File: src/egc_pkg.sv
// Package of the ElGamal engine: sequencer state and phase types, register
// indexes, command codes and reset constants. Depends on nothing.
package egc_pkg;

    // Configuration register indexes.
    localparam logic [1:0] REG_MODULUS     = 2'd0;
    localparam logic [1:0] REG_GENERATOR   = 2'd1;
    localparam logic [1:0] REG_PUBLIC_KEY  = 2'd2;
    localparam logic [1:0] REG_PRIVATE_KEY = 2'd3;

    // Reset values of the configuration registers.
    localparam logic [31:0] RESET_MODULUS     = 32'd7879;
    localparam logic [31:0] RESET_GENERATOR   = 32'd2;
    localparam logic [31:0] RESET_PUBLIC_KEY  = 32'd1;
    localparam logic [31:0] RESET_PRIVATE_KEY = 32'd1;

    // Command codes.
    localparam logic CMD_ENCRYPT = 1'b0;
    localparam logic CMD_DECRYPT = 1'b1;

    typedef enum logic [2:0] {
        ST_IDLE,
        ST_RED_MSG,
        ST_RED_BASE,
        ST_POW_TEST,
        ST_POW_ACC,
        ST_POW_SQ,
        ST_FIN_MUL,
        ST_DONE
    } state_t;

    // Which exponentiation is in progress.
    typedef enum logic [1:0] {
        PH_ENC_G,
        PH_ENC_Y,
        PH_DEC_S,
        PH_DEC_INV
    } phase_t;

endpackage

File: src/elgamal_cipher_engine.sv
// Top level of the ElGamal engine: configuration registers, sequencer and
// output register. Depends on egc_pkg and egc_modmul.
//
// Usage: write modulus, generator, public key and private key through the
// cfg_wr_en / cfg_index / cfg_data port while the engine is idle. A request on
// the input channel (in_valid, in_stall) carries an encrypt or decrypt
// command. The engine takes one request at a time and holds in_stall high
// until its work is finished. Each step is a modular multiplication in the
// bit-serial multiplier, which sets the pace: an item needs at most
// 4 * MOD_BITS + 4 multiplications plus a test step per exponent bit. A
// modulus below two gives a zero result without any multiplication.
// The result sits in an output register (out_valid, out_stall); a stalled
// result holds, and the next request may be taken meanwhile, but the engine
// waits at its end until the output register is free.
// Reset loads the register defaults (modulus 7879, generator 2, keys 1) and
// empties the engine and the output register.
module elgamal_cipher_engine
#(
    parameter int MOD_BITS = 32
)
(
    input  logic        clk,
    input  logic        rst_n,
    input  logic        cfg_wr_en,
    input  logic [1:0]  cfg_index,
    input  logic [31:0] cfg_data,
    input  logic        in_valid,
    output logic        in_stall,
    input  logic        command,
    input  logic [31:0] message,
    input  logic [31:0] nonce,
    input  logic [31:0] cipher_first,
    input  logic [31:0] cipher_second,
    output logic        out_valid,
    input  logic        out_stall,
    output logic [31:0] result_first,
    output logic [31:0] result_second
);

    import egc_pkg::*;

    localparam logic [MOD_BITS-1:0] ONE = MOD_BITS'(1);

    logic [MOD_BITS-1:0] modulus_reg;
    logic [MOD_BITS-1:0] generator_reg;
    logic [MOD_BITS-1:0] public_key_reg;
    logic [MOD_BITS-1:0] private_key_reg;

    state_t              state_reg, state_next;
    phase_t              phase_reg, phase_next;
    logic                cmd_reg, cmd_next;
    logic [MOD_BITS-1:0] msg_reg, msg_next;
    logic [MOD_BITS-1:0] nonce_reg, nonce_next;
    logic [MOD_BITS-1:0] c1_reg, c1_next;
    logic [MOD_BITS-1:0] base_reg, base_next;
    logic [MOD_BITS-1:0] exp_reg, exp_next;
    logic [MOD_BITS-1:0] acc_reg, acc_next;
    logic [MOD_BITS-1:0] sav_reg, sav_next;
    logic [MOD_BITS-1:0] r1_reg, r1_next;
    logic [MOD_BITS-1:0] r2_reg, r2_next;
    logic                out_valid_reg, out_valid_next;
    logic [MOD_BITS-1:0] out_first_reg, out_first_next;
    logic [MOD_BITS-1:0] out_second_reg, out_second_next;

    logic                mul_start;
    logic [MOD_BITS-1:0] mul_a;
    logic [MOD_BITS-1:0] mul_b;
    logic                mul_done;
    logic [MOD_BITS-1:0] mul_res;
    logic                accept;

    egc_modmul #(.MOD_BITS(MOD_BITS)) u_modmul
    (
        .clk     (clk),
        .rst_n   (rst_n),
        .start   (mul_start),
        .a       (mul_a),
        .b       (mul_b),
        .p       (modulus_reg),
        .done    (mul_done),
        .product (mul_res)
    );

    // Configuration registers, masked to the operand width.
    always_ff @(posedge clk or negedge rst_n)
    begin
        if (!rst_n)
        begin
            modulus_reg     <= RESET_MODULUS[MOD_BITS-1:0];
            generator_reg   <= RESET_GENERATOR[MOD_BITS-1:0];
            public_key_reg  <= RESET_PUBLIC_KEY[MOD_BITS-1:0];
            private_key_reg <= RESET_PRIVATE_KEY[MOD_BITS-1:0];
        end
        else if (cfg_wr_en)
        begin
            unique case (cfg_index)
                REG_MODULUS:     modulus_reg     <= cfg_data[MOD_BITS-1:0];
                REG_GENERATOR:   generator_reg   <= cfg_data[MOD_BITS-1:0];
                REG_PUBLIC_KEY:  public_key_reg  <= cfg_data[MOD_BITS-1:0];
                REG_PRIVATE_KEY: private_key_reg <= cfg_data[MOD_BITS-1:0];
                default:         ;
            endcase
        end
    end

    assign in_stall = (state_reg != ST_IDLE);
    assign accept   = in_valid && (state_reg == ST_IDLE);

    // Sequencer: reductions, square-and-multiply loops and final products.
    always_comb
    begin
        state_next      = state_reg;
        phase_next      = phase_reg;
        cmd_next        = cmd_reg;
        msg_next        = msg_reg;
        nonce_next      = nonce_reg;
        c1_next         = c1_reg;
        base_next       = base_reg;
        exp_next        = exp_reg;
        acc_next        = acc_reg;
        sav_next        = sav_reg;
        r1_next         = r1_reg;
        r2_next         = r2_reg;
        out_first_next  = out_first_reg;
        out_second_next = out_second_reg;
        out_valid_next  = out_valid_reg && out_stall;
        mul_start       = 1'b0;
        mul_a           = ONE;
        mul_b           = '0;

        unique case (state_reg)
            ST_IDLE:
            begin
                if (accept)
                begin
                    cmd_next   = command;
                    msg_next   = (command == CMD_DECRYPT) ? cipher_second[MOD_BITS-1:0]
                                                          : message[MOD_BITS-1:0];
                    nonce_next = nonce[MOD_BITS-1:0];
                    c1_next    = cipher_first[MOD_BITS-1:0];
                    if (modulus_reg < MOD_BITS'(2))
                    begin
                        r1_next    = '0;
                        r2_next    = '0;
                        state_next = ST_DONE;
                    end
                    else
                    begin
                        // Reduce the message or c2 below the modulus.
                        mul_start  = 1'b1;
                        mul_b      = msg_next;
                        state_next = ST_RED_MSG;
                    end
                end
            end

            ST_RED_MSG:
            begin
                if (mul_done)
                begin
                    sav_next   = mul_res;
                    phase_next = (cmd_reg == CMD_DECRYPT) ? PH_DEC_S : PH_ENC_G;
                    mul_start  = 1'b1;
                    mul_b      = (cmd_reg == CMD_DECRYPT) ? c1_reg : generator_reg;
                    state_next = ST_RED_BASE;
                end
            end

            ST_RED_BASE:
            begin
                if (mul_done)
                begin
                    base_next = mul_res;
                    acc_next  = ONE;
                    unique case (phase_reg)
                        PH_ENC_G,
                        PH_ENC_Y:   exp_next = nonce_reg;
                        PH_DEC_S:   exp_next = private_key_reg;
                        PH_DEC_INV: exp_next = modulus_reg - MOD_BITS'(2);
                        default:    exp_next = nonce_reg;
                    endcase
                    state_next = ST_POW_TEST;
                end
            end

            ST_POW_TEST:
            begin
                if (exp_reg == '0)
                begin
                    unique case (phase_reg)
                        PH_ENC_G:
                        begin
                            r1_next    = acc_reg;
                            phase_next = PH_ENC_Y;
                            mul_start  = 1'b1;
                            mul_b      = public_key_reg;
                            state_next = ST_RED_BASE;
                        end
                        PH_DEC_S:
                        begin
                            if (acc_reg == '0)
                            begin
                                // A zero shared secret has no inverse.
                                r1_next    = '0;
                                r2_next    = '0;
                                state_next = ST_DONE;
                            end
                            else
                            begin
                                phase_next = PH_DEC_INV;
                                mul_start  = 1'b1;
                                mul_b      = acc_reg;
                                state_next = ST_RED_BASE;
                            end
                        end
                        default:
                        begin
                            mul_start  = 1'b1;
                            mul_a      = acc_reg;
                            mul_b      = sav_reg;
                            state_next = ST_FIN_MUL;
                        end
                    endcase
                end
                else if (exp_reg[0])
                begin
                    mul_start  = 1'b1;
                    mul_a      = acc_reg;
                    mul_b      = base_reg;
                    state_next = ST_POW_ACC;
                end
                else
                begin
                    mul_start  = 1'b1;
                    mul_a      = base_reg;
                    mul_b      = base_reg;
                    state_next = ST_POW_SQ;
                end
            end

            ST_POW_ACC:
            begin
                if (mul_done)
                begin
                    acc_next   = mul_res;
                    mul_start  = 1'b1;
                    mul_a      = base_reg;
                    mul_b      = base_reg;
                    state_next = ST_POW_SQ;
                end
            end

            ST_POW_SQ:
            begin
                if (mul_done)
                begin
                    base_next  = mul_res;
                    exp_next   = exp_reg >> 1;
                    state_next = ST_POW_TEST;
                end
            end

            ST_FIN_MUL:
            begin
                if (mul_done)
                begin
                    if (phase_reg == PH_ENC_Y)
                    begin
                        r2_next = mul_res;
                    end
                    else
                    begin
                        r1_next = mul_res;
                        r2_next = '0;
                    end
                    state_next = ST_DONE;
                end
            end

            ST_DONE:
            begin
                // Hand over once the output register is free.
                if (!out_valid_reg || !out_stall)
                begin
                    out_valid_next  = 1'b1;
                    out_first_next  = r1_reg;
                    out_second_next = r2_reg;
                    state_next      = ST_IDLE;
                end
            end

            default:
            begin
                state_next = ST_IDLE;
            end
        endcase
    end

    // Control registers.
    always_ff @(posedge clk or negedge rst_n)
    begin
        if (!rst_n)
        begin
            state_reg     <= ST_IDLE;
            phase_reg     <= PH_ENC_G;
            out_valid_reg <= 1'b0;
        end
        else
        begin
            state_reg     <= state_next;
            phase_reg     <= phase_next;
            out_valid_reg <= out_valid_next;
        end
    end

    // Payload registers.
    always_ff @(posedge clk)
    begin
        cmd_reg        <= cmd_next;
        msg_reg        <= msg_next;
        nonce_reg      <= nonce_next;
        c1_reg         <= c1_next;
        base_reg       <= base_next;
        exp_reg        <= exp_next;
        acc_reg        <= acc_next;
        sav_reg        <= sav_next;
        r1_reg         <= r1_next;
        r2_reg         <= r2_next;
        out_first_reg  <= out_first_next;
        out_second_reg <= out_second_next;
    end

    assign out_valid     = out_valid_reg;
    assign result_first  = 32'(out_first_reg);
    assign result_second = 32'(out_second_reg);

endmodule

File: src/egc_cell.sv
// One bit cell of the multiplier operand chain.
// Depends on nothing; instantiated in a row by egc_modmul.
module egc_cell
(
    input  logic clk,
    input  logic load,
    input  logic shift,
    input  logic load_bit,
    input  logic prev_bit,
    output logic bit_out
);

    logic bit_reg;
    logic bit_next;

    // Take a fresh operand bit on load, otherwise the neighbour's bit on shift.
    always_comb
    begin
        bit_next = bit_reg;
        if (load)
        begin
            bit_next = load_bit;
        end
        else if (shift)
        begin
            bit_next = prev_bit;
        end
    end

    always_ff @(posedge clk)
    begin
        bit_reg <= bit_next;
    end

    assign bit_out = bit_reg;

endmodule

File: src/egc_modmul.sv
// Bit-serial modular multiplier: a * b mod p, one bit of b per cycle, MSB first.
// Depends on egc_cell; requires a < p and p >= 2.
module egc_modmul
#(
    parameter int MOD_BITS = 32
)
(
    input  logic                clk,
    input  logic                rst_n,
    input  logic                start,
    input  logic [MOD_BITS-1:0] a,
    input  logic [MOD_BITS-1:0] b,
    input  logic [MOD_BITS-1:0] p,
    output logic                done,
    output logic [MOD_BITS-1:0] product
);

    localparam int CW = $clog2(MOD_BITS);

    logic                busy_reg;
    logic                done_reg;
    logic [CW-1:0]       cnt_reg;
    logic [MOD_BITS-1:0] acc_reg;
    logic [MOD_BITS-1:0] acc_next;
    logic [MOD_BITS-1:0] a_reg;
    logic [MOD_BITS-1:0] p_reg;
    logic [MOD_BITS-1:0] chain;
    logic [MOD_BITS:0]   dbl;
    logic [MOD_BITS:0]   dbl_red;
    logic [MOD_BITS:0]   sum;
    logic [MOD_BITS:0]   sum_red;
    logic [MOD_BITS:0]   p_ext;

    // Row of cells holding b, shifting towards the top cell each busy cycle.
    for (genvar i = 0; i < MOD_BITS; i++)
    begin : g_cells
        egc_cell u_cell
        (
            .clk      (clk),
            .load     (start),
            .shift    (busy_reg),
            .load_bit (b[i]),
            .prev_bit ((i == 0) ? 1'b0 : chain[(i == 0) ? 0 : i-1]),
            .bit_out  (chain[i])
        );
    end

    // One Horner step: acc = 2*acc + bit*a, reduced after each addition.
    always_comb
    begin
        p_ext    = {1'b0, p_reg};
        dbl      = {acc_reg, 1'b0};
        dbl_red  = (dbl >= p_ext) ? (dbl - p_ext) : dbl;
        sum      = dbl_red + (chain[MOD_BITS-1] ? {1'b0, a_reg} : '0);
        sum_red  = (sum >= p_ext) ? (sum - p_ext) : sum;
        acc_next = sum_red[MOD_BITS-1:0];
    end

    // Control: step counter, busy and done pulse.
    always_ff @(posedge clk or negedge rst_n)
    begin
        if (!rst_n)
        begin
            busy_reg <= 1'b0;
            done_reg <= 1'b0;
            cnt_reg  <= '0;
        end
        else
        begin
            done_reg <= 1'b0;
            if (start)
            begin
                busy_reg <= 1'b1;
                cnt_reg  <= '0;
            end
            else if (busy_reg)
            begin
                cnt_reg <= cnt_reg + 1'b1;
                if (cnt_reg == CW'(MOD_BITS - 1))
                begin
                    busy_reg <= 1'b0;
                    done_reg <= 1'b1;
                end
            end
        end
    end

    // Datapath registers.
    always_ff @(posedge clk)
    begin
        if (start)
        begin
            acc_reg <= '0;
            a_reg   <= a;
            p_reg   <= p;
        end
        else if (busy_reg)
        begin
            acc_reg <= acc_next;
        end
    end

    assign done    = done_reg;
    assign product = acc_reg;

endmodule

File: config.mk
export PLATFORM = sky130hd
export DESIGN_NAME = elgamal_cipher_engine
export DESIGN_NICKNAME = d
export VERILOG_FILES = /design/src/egc_pkg.sv /design/src/elgamal_cipher_engine.sv /design/src/egc_cell.sv /design/src/egc_modmul.sv
export SDC_FILE = /design/constraint.sdc
export NUM_CORES = 1
export LEC_CHECK = 0
export BUFFER_PORTS_ARGS = -buffer_cell sky130_fd_sc_hd__buf_4
export CORE_ASPECT_RATIO = 0.75
export CORE_UTILIZATION = 55
export DETAILED_ROUTE_END_ITERATION = 6
export PLACE_DENSITY_LB_ADDON = 0.05
export SLEW_MARGIN = 15
export SYNTH_ARGS = -nofsm -noshare
export SYNTH_HDL_FRONTEND = slang
export SYNTH_HIERARCHICAL = 1
export SYNTH_SLANG_ARGS = --single-unit
File: constraint.sdc
create_clock -name clk -period 11.6 [get_ports clk]
set_input_delay 0.58 -clock clk [delete_from_list [all_inputs] [get_ports clk]]
set_output_delay 0.58 -clock clk [all_outputs]
set_load 0.02 [all_outputs]
Word level (Yosys, flattened, before mapping) --
Cells that the tools add are included.
Storage, ports and cells: input bits 168, flip-flop bits (word level) 590, output and inout port bits 66, word-level logic and storage cells 265
Operators by class: reductions and logical operators 34, multiplexer cells 137, equal/unequal tests 30, magnitude comparators 3, add/sub/neg operators 5
Operators with widths (count):
- two-way mux 32 bit | 28
- case mux 32 bit (2 select lines) | 5
- case mux 32 bit (3 select lines) | 3
- case mux 32 bit (4 select lines) | 1
- two-way mux 1 bit | 79
- >= comparator 33 x 32 -> 1 bit | 2
- zero test 32 bit | 2
- adder 33 x 32 -> 33 bit | 1
- two-way mux 33 bit | 1
- subtractor 33 x 32 -> 33 bit | 1
- less-than comparator 32 x 2 -> 1 bit (second input constant) | 1
- subtractor 32 x 2 -> 32 bit (second input constant) | 1
- subtractor 32 bit | 1
- two-way mux 3 bit | 9
- case mux 3 bit (7 select lines) | 1
- != test 2 x 1 -> 1 bit (second input constant) | 8
- AND reduction 2 bit | 8
- == test 3 bit (second input constant) | 4
- two-way mux 5 bit | 2
- != test 2 bit (second input constant) | 5
- == test 2 bit (second input constant) | 4
- two-way mux 2 bit | 4
- case mux 2 bit (2 select lines) | 2
- AND reduction 8 bit | 1
- other kinds (21) | 35

Logic depth before layout (Yosys ltp) --
word-level depth 6, depth in mapped cells 35, mapped depth without buffers 32

Hierarchy --
Netlist, hierarchy kept.
Modules (own cells, without submodules):
- elgamal_cipher_engine | times used 1, cells each 1405, area each 19902.8 µm², seq. area each 13007.5 µm²
- egc_modmul | times used 1, cells each 1029, area each 8986.1 µm², seq. area each 2737.6 µm²
- egc_cell | times used 32, cells each 3, area each 51.3 µm², seq. area each 30.0 µm²

Least setup slack after synthesis --
OpenSTA, ideal clock, no wires.
path type register to register, start point reg state_reg[1], end point reg u_modmul.done_reg, in the netlist u_modmul/done, buffers on the path 1, clock period less this slack 8.023 ns, path slack 3.577 ns, setup time 0.124 ns, stages on the path, launching flop included 9, data required time 11.476 ns, arrival 7.898 ns, cells stage by stage dfrtp_1 > clkbuf_1 > inv_1 > nand3_1 > nor2_1 > or2b_1 > or3b_1 > nor2b_1 > and2_1
Between the ends: word-level cells in the longest chain between the ends 5, elaborated cells on any way between the ends 9, classes of those cells eq/ne: 3; mux: 3; reduce/logical: 3
RTL lines:
- start: declaration | RTL line elgamal_cipher_engine.sv:49 | state_t state_reg, state_next;
- start signal: assignment | RTL line elgamal_cipher_engine.sv:310 | state_reg <= state_next;
- zero test 3 bit | RTL line elgamal_cipher_engine.sv:107, elgamal_cipher_engine.sv:131
- logical AND 1 bit | RTL line elgamal_cipher_engine.sv:107 | assign accept = in_valid && (state_reg == ST_IDLE);
- two-way mux 1 bit | RTL line elgamal_cipher_engine.sv:134 | if (accept)
- case mux 1 bit (3 select lines) * | RTL line elgamal_cipher_engine.sv:131 | unique case (state_reg)
- net mul_start | RTL line elgamal_cipher_engine.sv:65 | logic mul_start;
- two-way mux 1 bit * | RTL line egc_modmul.sv:71 | if (start)
- end signal: assignment | RTL line egc_modmul.sv:65 | done_reg <= 1'b0;
- end signal: assignment | RTL line egc_modmul.sv:70 | done_reg <= 1'b0;
- end signal: assignment | RTL line egc_modmul.sv:82 | done_reg <= 1'b1;
- end: declaration | RTL line egc_modmul.sv:21 | logic done_reg;
Mark *: on every way through the listed nets, which the timed path passes. The rest lies on a longest branch. A chain may end at the register's enable or synchronous reset.

Worst setup path after layout --
start point reg u_modmul.acc_reg[24], in the netlist u_modmul/product[24], end point reg u_modmul.acc_reg[0], in the netlist u_modmul/product[0]
Between the ends: word-level cells in the longest chain between the ends 5, elaborated cells on any way between the ends 7, classes of those cells add/sub: 3; order compare: 2; mux: 2
RTL lines:
- start: declaration | RTL line egc_modmul.sv:23 | logic [MOD_BITS-1:0] acc_reg;
- start signal: assignment | RTL line egc_modmul.sv:99 | acc_reg <= acc_next;
- subtractor 33 x 32 -> 33 bit or >= comparator 33 x 32 -> 1 bit (tied branches) | RTL line egc_modmul.sv:53 | dbl_red = (dbl >= p_ext) ? (dbl - p_ext) : dbl;
- two-way mux 33 bit * | RTL line egc_modmul.sv:53
- adder 33 x 32 -> 33 bit * | RTL line egc_modmul.sv:54 | sum = dbl_red + (chain[MOD_BITS-1] ? {1'b0, a_reg} : '0);
- >= comparator 33 x 32 -> 1 bit or subtractor 32 bit (tied branches) | RTL line egc_modmul.sv:55 | sum_red = (sum >= p_ext) ? (sum - p_ext) : sum;
- two-way mux 32 bit * | RTL line egc_modmul.sv:55
Mark *: on every way between the ends. The rest lies on a longest branch, timed or not.

==> flow_summary.yaml <==
timing:
  min_period_ps: 9060
  fin_skew_ps: 20.7
  max_clock_freq_mhz: 110
  setup_viol: 0
  hold_slack_ps: 128
  relSlewSlack_pct: 19.2
  rsz0062_at_grt: "no"
  slew_violations: 0
  finalHoldViolations: 0
  finalCritPeriodShare_pct: 78.1
  worstMarginPinSlew_ps: 1210
  tns_ps: 0
placement:
  place_congestion: 0.948
  numPortBuffers: 233
  dp_hpwl_mm: 64.3
detailed_routing:
  wl_mm: 89.6
  wl_met3_mm: 6.19
  wl_met1_mm: 39.5
  viasPerCell: 6.33
  wl_per_cell_um: 25.6
  drt_first_pass_iters: 7
  first_iter_violations: 2358
  drc: 46
  drtAntennaViolNets: 0
  vias: 22154
  dr_wl_met2_mm: 41.6
  topRoutingLayerUsed: "met4"
global_routing:
  grt.overflow.total: 0
  grt_max_degree: 101
  grtUsageTotal_pct: 31.8
  grt_pass1_wl_mm: 134
  antenna_found_initial: 2
  grt_pass1_vias: 21321
die:
  io_pins: 234
  start_util_pct: 55.9
  num_rows: 74
  die-area_mm2: 0.0565
  die_height_um: 206
  core-area_mm2: 0.0546
  fp.dieW_um: 274
clocking:
  cts_buffer_depth: 3
  cts-htree-levels: 2
  cts_root_buffer: "clkbuf_16"
  cts_buffers: 56
  clock_sinks: 590
  cts_resized: 0
  path_clk_slew_ps: 70
  tritoncts: "built"
  cts_setup_buffers: 0
  clock_latency_ps: 630
yosys:
  synth_area_leader_cell: "edfxtp_1"
  avgSynthCellArea_um2: 12.1
  syn_nets: 2800
  synth-edff-count: 417
  ys_warn_count: 6
  yosysUniqueCellTypes: 88
  synthCells: 2530
  synth_seq_cells: 590
  synth_top_area_share_pct: 41.0
  ys_async_sr_fraction_pct: 23.9
  synth_area_leaders: "edfxtp_1 (41%), dfrtp_1 (11%), mux2_2 (5.8%)"
  synth_area_mm2: 0.0305
  ys.flop_type: "edfxtp_1"
  ys_seq_area_share_pct: 54.7
worst_setup_path:
  critPathMaxFanout: 37
  cp-end-kind: "flop"
  critPathLaunchType: "flop"
  r2r_slack_ps: 2540
  crit_type: "reg -> reg"
  reg2reg_from: "u_modmul/product[24]"
  critPathMaxStageDelay_ps: 810
  worstPathArrival_ps: 9580
  slowest_stage: "mux2i_4"
  crit_top_cell: "a21oi_1"
  startpoint: "u_modmul/product[24]"
  crit_required_ps: 12130
pwr:
  switching_power_mw: 5.09
  power.share.clock_pct: 15.9
  pwr-share-comb_pct: 56.4
  seqPwrFrac_pct: 27.7
  ir_drop_v: 0.000348
  p_per_area_mw_per_mm2: 336
  power.leakage_nw: 13.3
  switching_share_pct: 43.4
  cellInternalPower_mw: 6.64
hold_path:
  worst_hold_path_type: "in -> reg"
  hp-start: "cipher_first[28]"
layout:
  final_nets: 3002
  fillers: 4174
  final-seq-area_mm2: 0.0167
  area_growth_pct: 14.3
  post-route-util_pct: 63.9
  multi_input_area_mm2: 0.0131
  drive_gt1_share_pct: 22.7
run_status:
  violations: "design-rule violations"
  run_status: "finished with violations"
run:
  max-cap-violations: 0
worst max-delay path, delay by kind of cell, from the launching register on:
kind | cells | cell delay (ps)
AO/OA/AOI/OAI | 11 | 2360
XOR/XNOR | 1 | 200
adder cells (fa/ha/maj) | 3 | 1210
buffers and inverters | 2 | 730
flip-flops | 1 | 390
multiplexers | 2 | 1170
AND/OR/NAND/NOR | 9 | 2850
kinds of logic (layout without fill, tap and decap cells):
logic type	count (synthesis)	after routing	share of synthesized area [%]
buffers and inverters	196	445	2.58
multiplexers	290	290	10.7
AND/OR/NAND/NOR	580	580	9.80
AO/OA/AOI/OAI	654	654	14.6
XOR/XNOR	117	117	3.36
flip-flops	590	590	54.7
adder cells (fa/ha/maj)	102	102	4.25
other	1	2	0.0123
synth_stat cells, types with 28 or more instances:
cell type,number
ha_1,99
dfxtp_1,32
edfxtp_1,417
mux2i_1,98
nand3_1,35
nor4_1,28
and2_1,98
xnor2_1,77
dfrtp_1,129
o221ai_1,34
xor2_1,40
a22oi_1,34
o21ai_0,129
a22o_1,63
clkbuf_1,102
a21o_1,40
or2_2,37
a21oi_1,137
inv_1,67
a211oi_1,71
mux2_2,158
nor2_1,121
nand2_1,145
mux2_4,32
timing repair:
action                                 in CTS  in global routing
endpoints found under the hold margin      48                  0
hold buffers                                1                  0
setup endpoints to repair                   0                  0
final cells by class:
type / count / area share [%]
Tap cell: 722 / 2.59
Inverter: 68 / 0.732
Timing Repair Buffer: 272 / 5.87
Multi-Input combinational cell: 1744 / 37.6
Sequential cell: 590 / 47.9
Clock inverter: 28 / 0.871
Clock buffer: 77 / 4.39
Antenna cell: 1 / 0.00717
metal layers:
layer	vias to the layer above	GRT usage, %
li1	10029	-
met1	11058	45.4
met2	961	51.0
met3	106	4.09
met4	0	9.03
met5	-	0
metrics by stage:
stage	instances	setup WS [ps]	power [mW]	instance area, um^2
finish	3502	2540	11.7	34900
global route	3501	1960	12.4	34900
CTS	3501	2800	11.6	34900
detailed placement	3395	2880	9.72	33000
global placement	3395	2910	9.63	33000
floorplan	2530	3580	8.07	30500
power by group through the flow:
| stage | registers (mW) | logic, mW | clock network (mW) |
|---|---|---|---|
| after floorplan | 3.17 | 4.89 | 0 |
| after global placement | 3.26 | 6.37 | 0 |
| after detailed placement | 3.29 | 6.43 | 0 |
| after CTS | 3.25 | 6.48 | 1.89 |
| after global routing | 3.29 | 7.19 | 1.96 |
| final | 3.25 | 6.61 | 1.86 |
placed cells by master (no fill, tap or decap), types with 14 or more instances in the layout:
master / instances
buf_4: 270
nand3_1: 35
mux2_4: 32
a221oi_1: 21
o21ai_0: 129
a211oi_1: 71
dfxtp_1: 32
a21o_1: 40
and2_1: 98
nand2_1: 145
xor2_1: 40
clkbuf_16: 56
inv_1: 67
o211ai_1: 14
clkbuf_1: 16
o221ai_1: 34
edfxtp_1: 417
nor4_1: 27
a22o_1: 63
nor2_1: 115
nand2b_1: 16
dfrtp_1: 126
nor3_1: 23
nand4_1: 18
mux2_2: 158
a22oi_1: 34
ha_1: 99
xnor2_1: 77
a21oi_1: 135
mux2i_1: 98
o22ai_1: 22
or2_2: 37
path summary, 6_finish.rpt:
| check | to | depth (start not counted) |
|---|---|---|
| worst max-delay path | u_modmul/product[0] | 28 |
| worst max register to register | u_modmul/product[0] | 28 |
| worst min register to register | result_second[12] | 0 |
| max in group asynchronous | phase_reg[1] | 3 |
| worst min-delay path | c1_reg[28] | 1 |
| min in group asynchronous | generator_reg[5] | 2 |
Power figures use the tool's default switching activity.
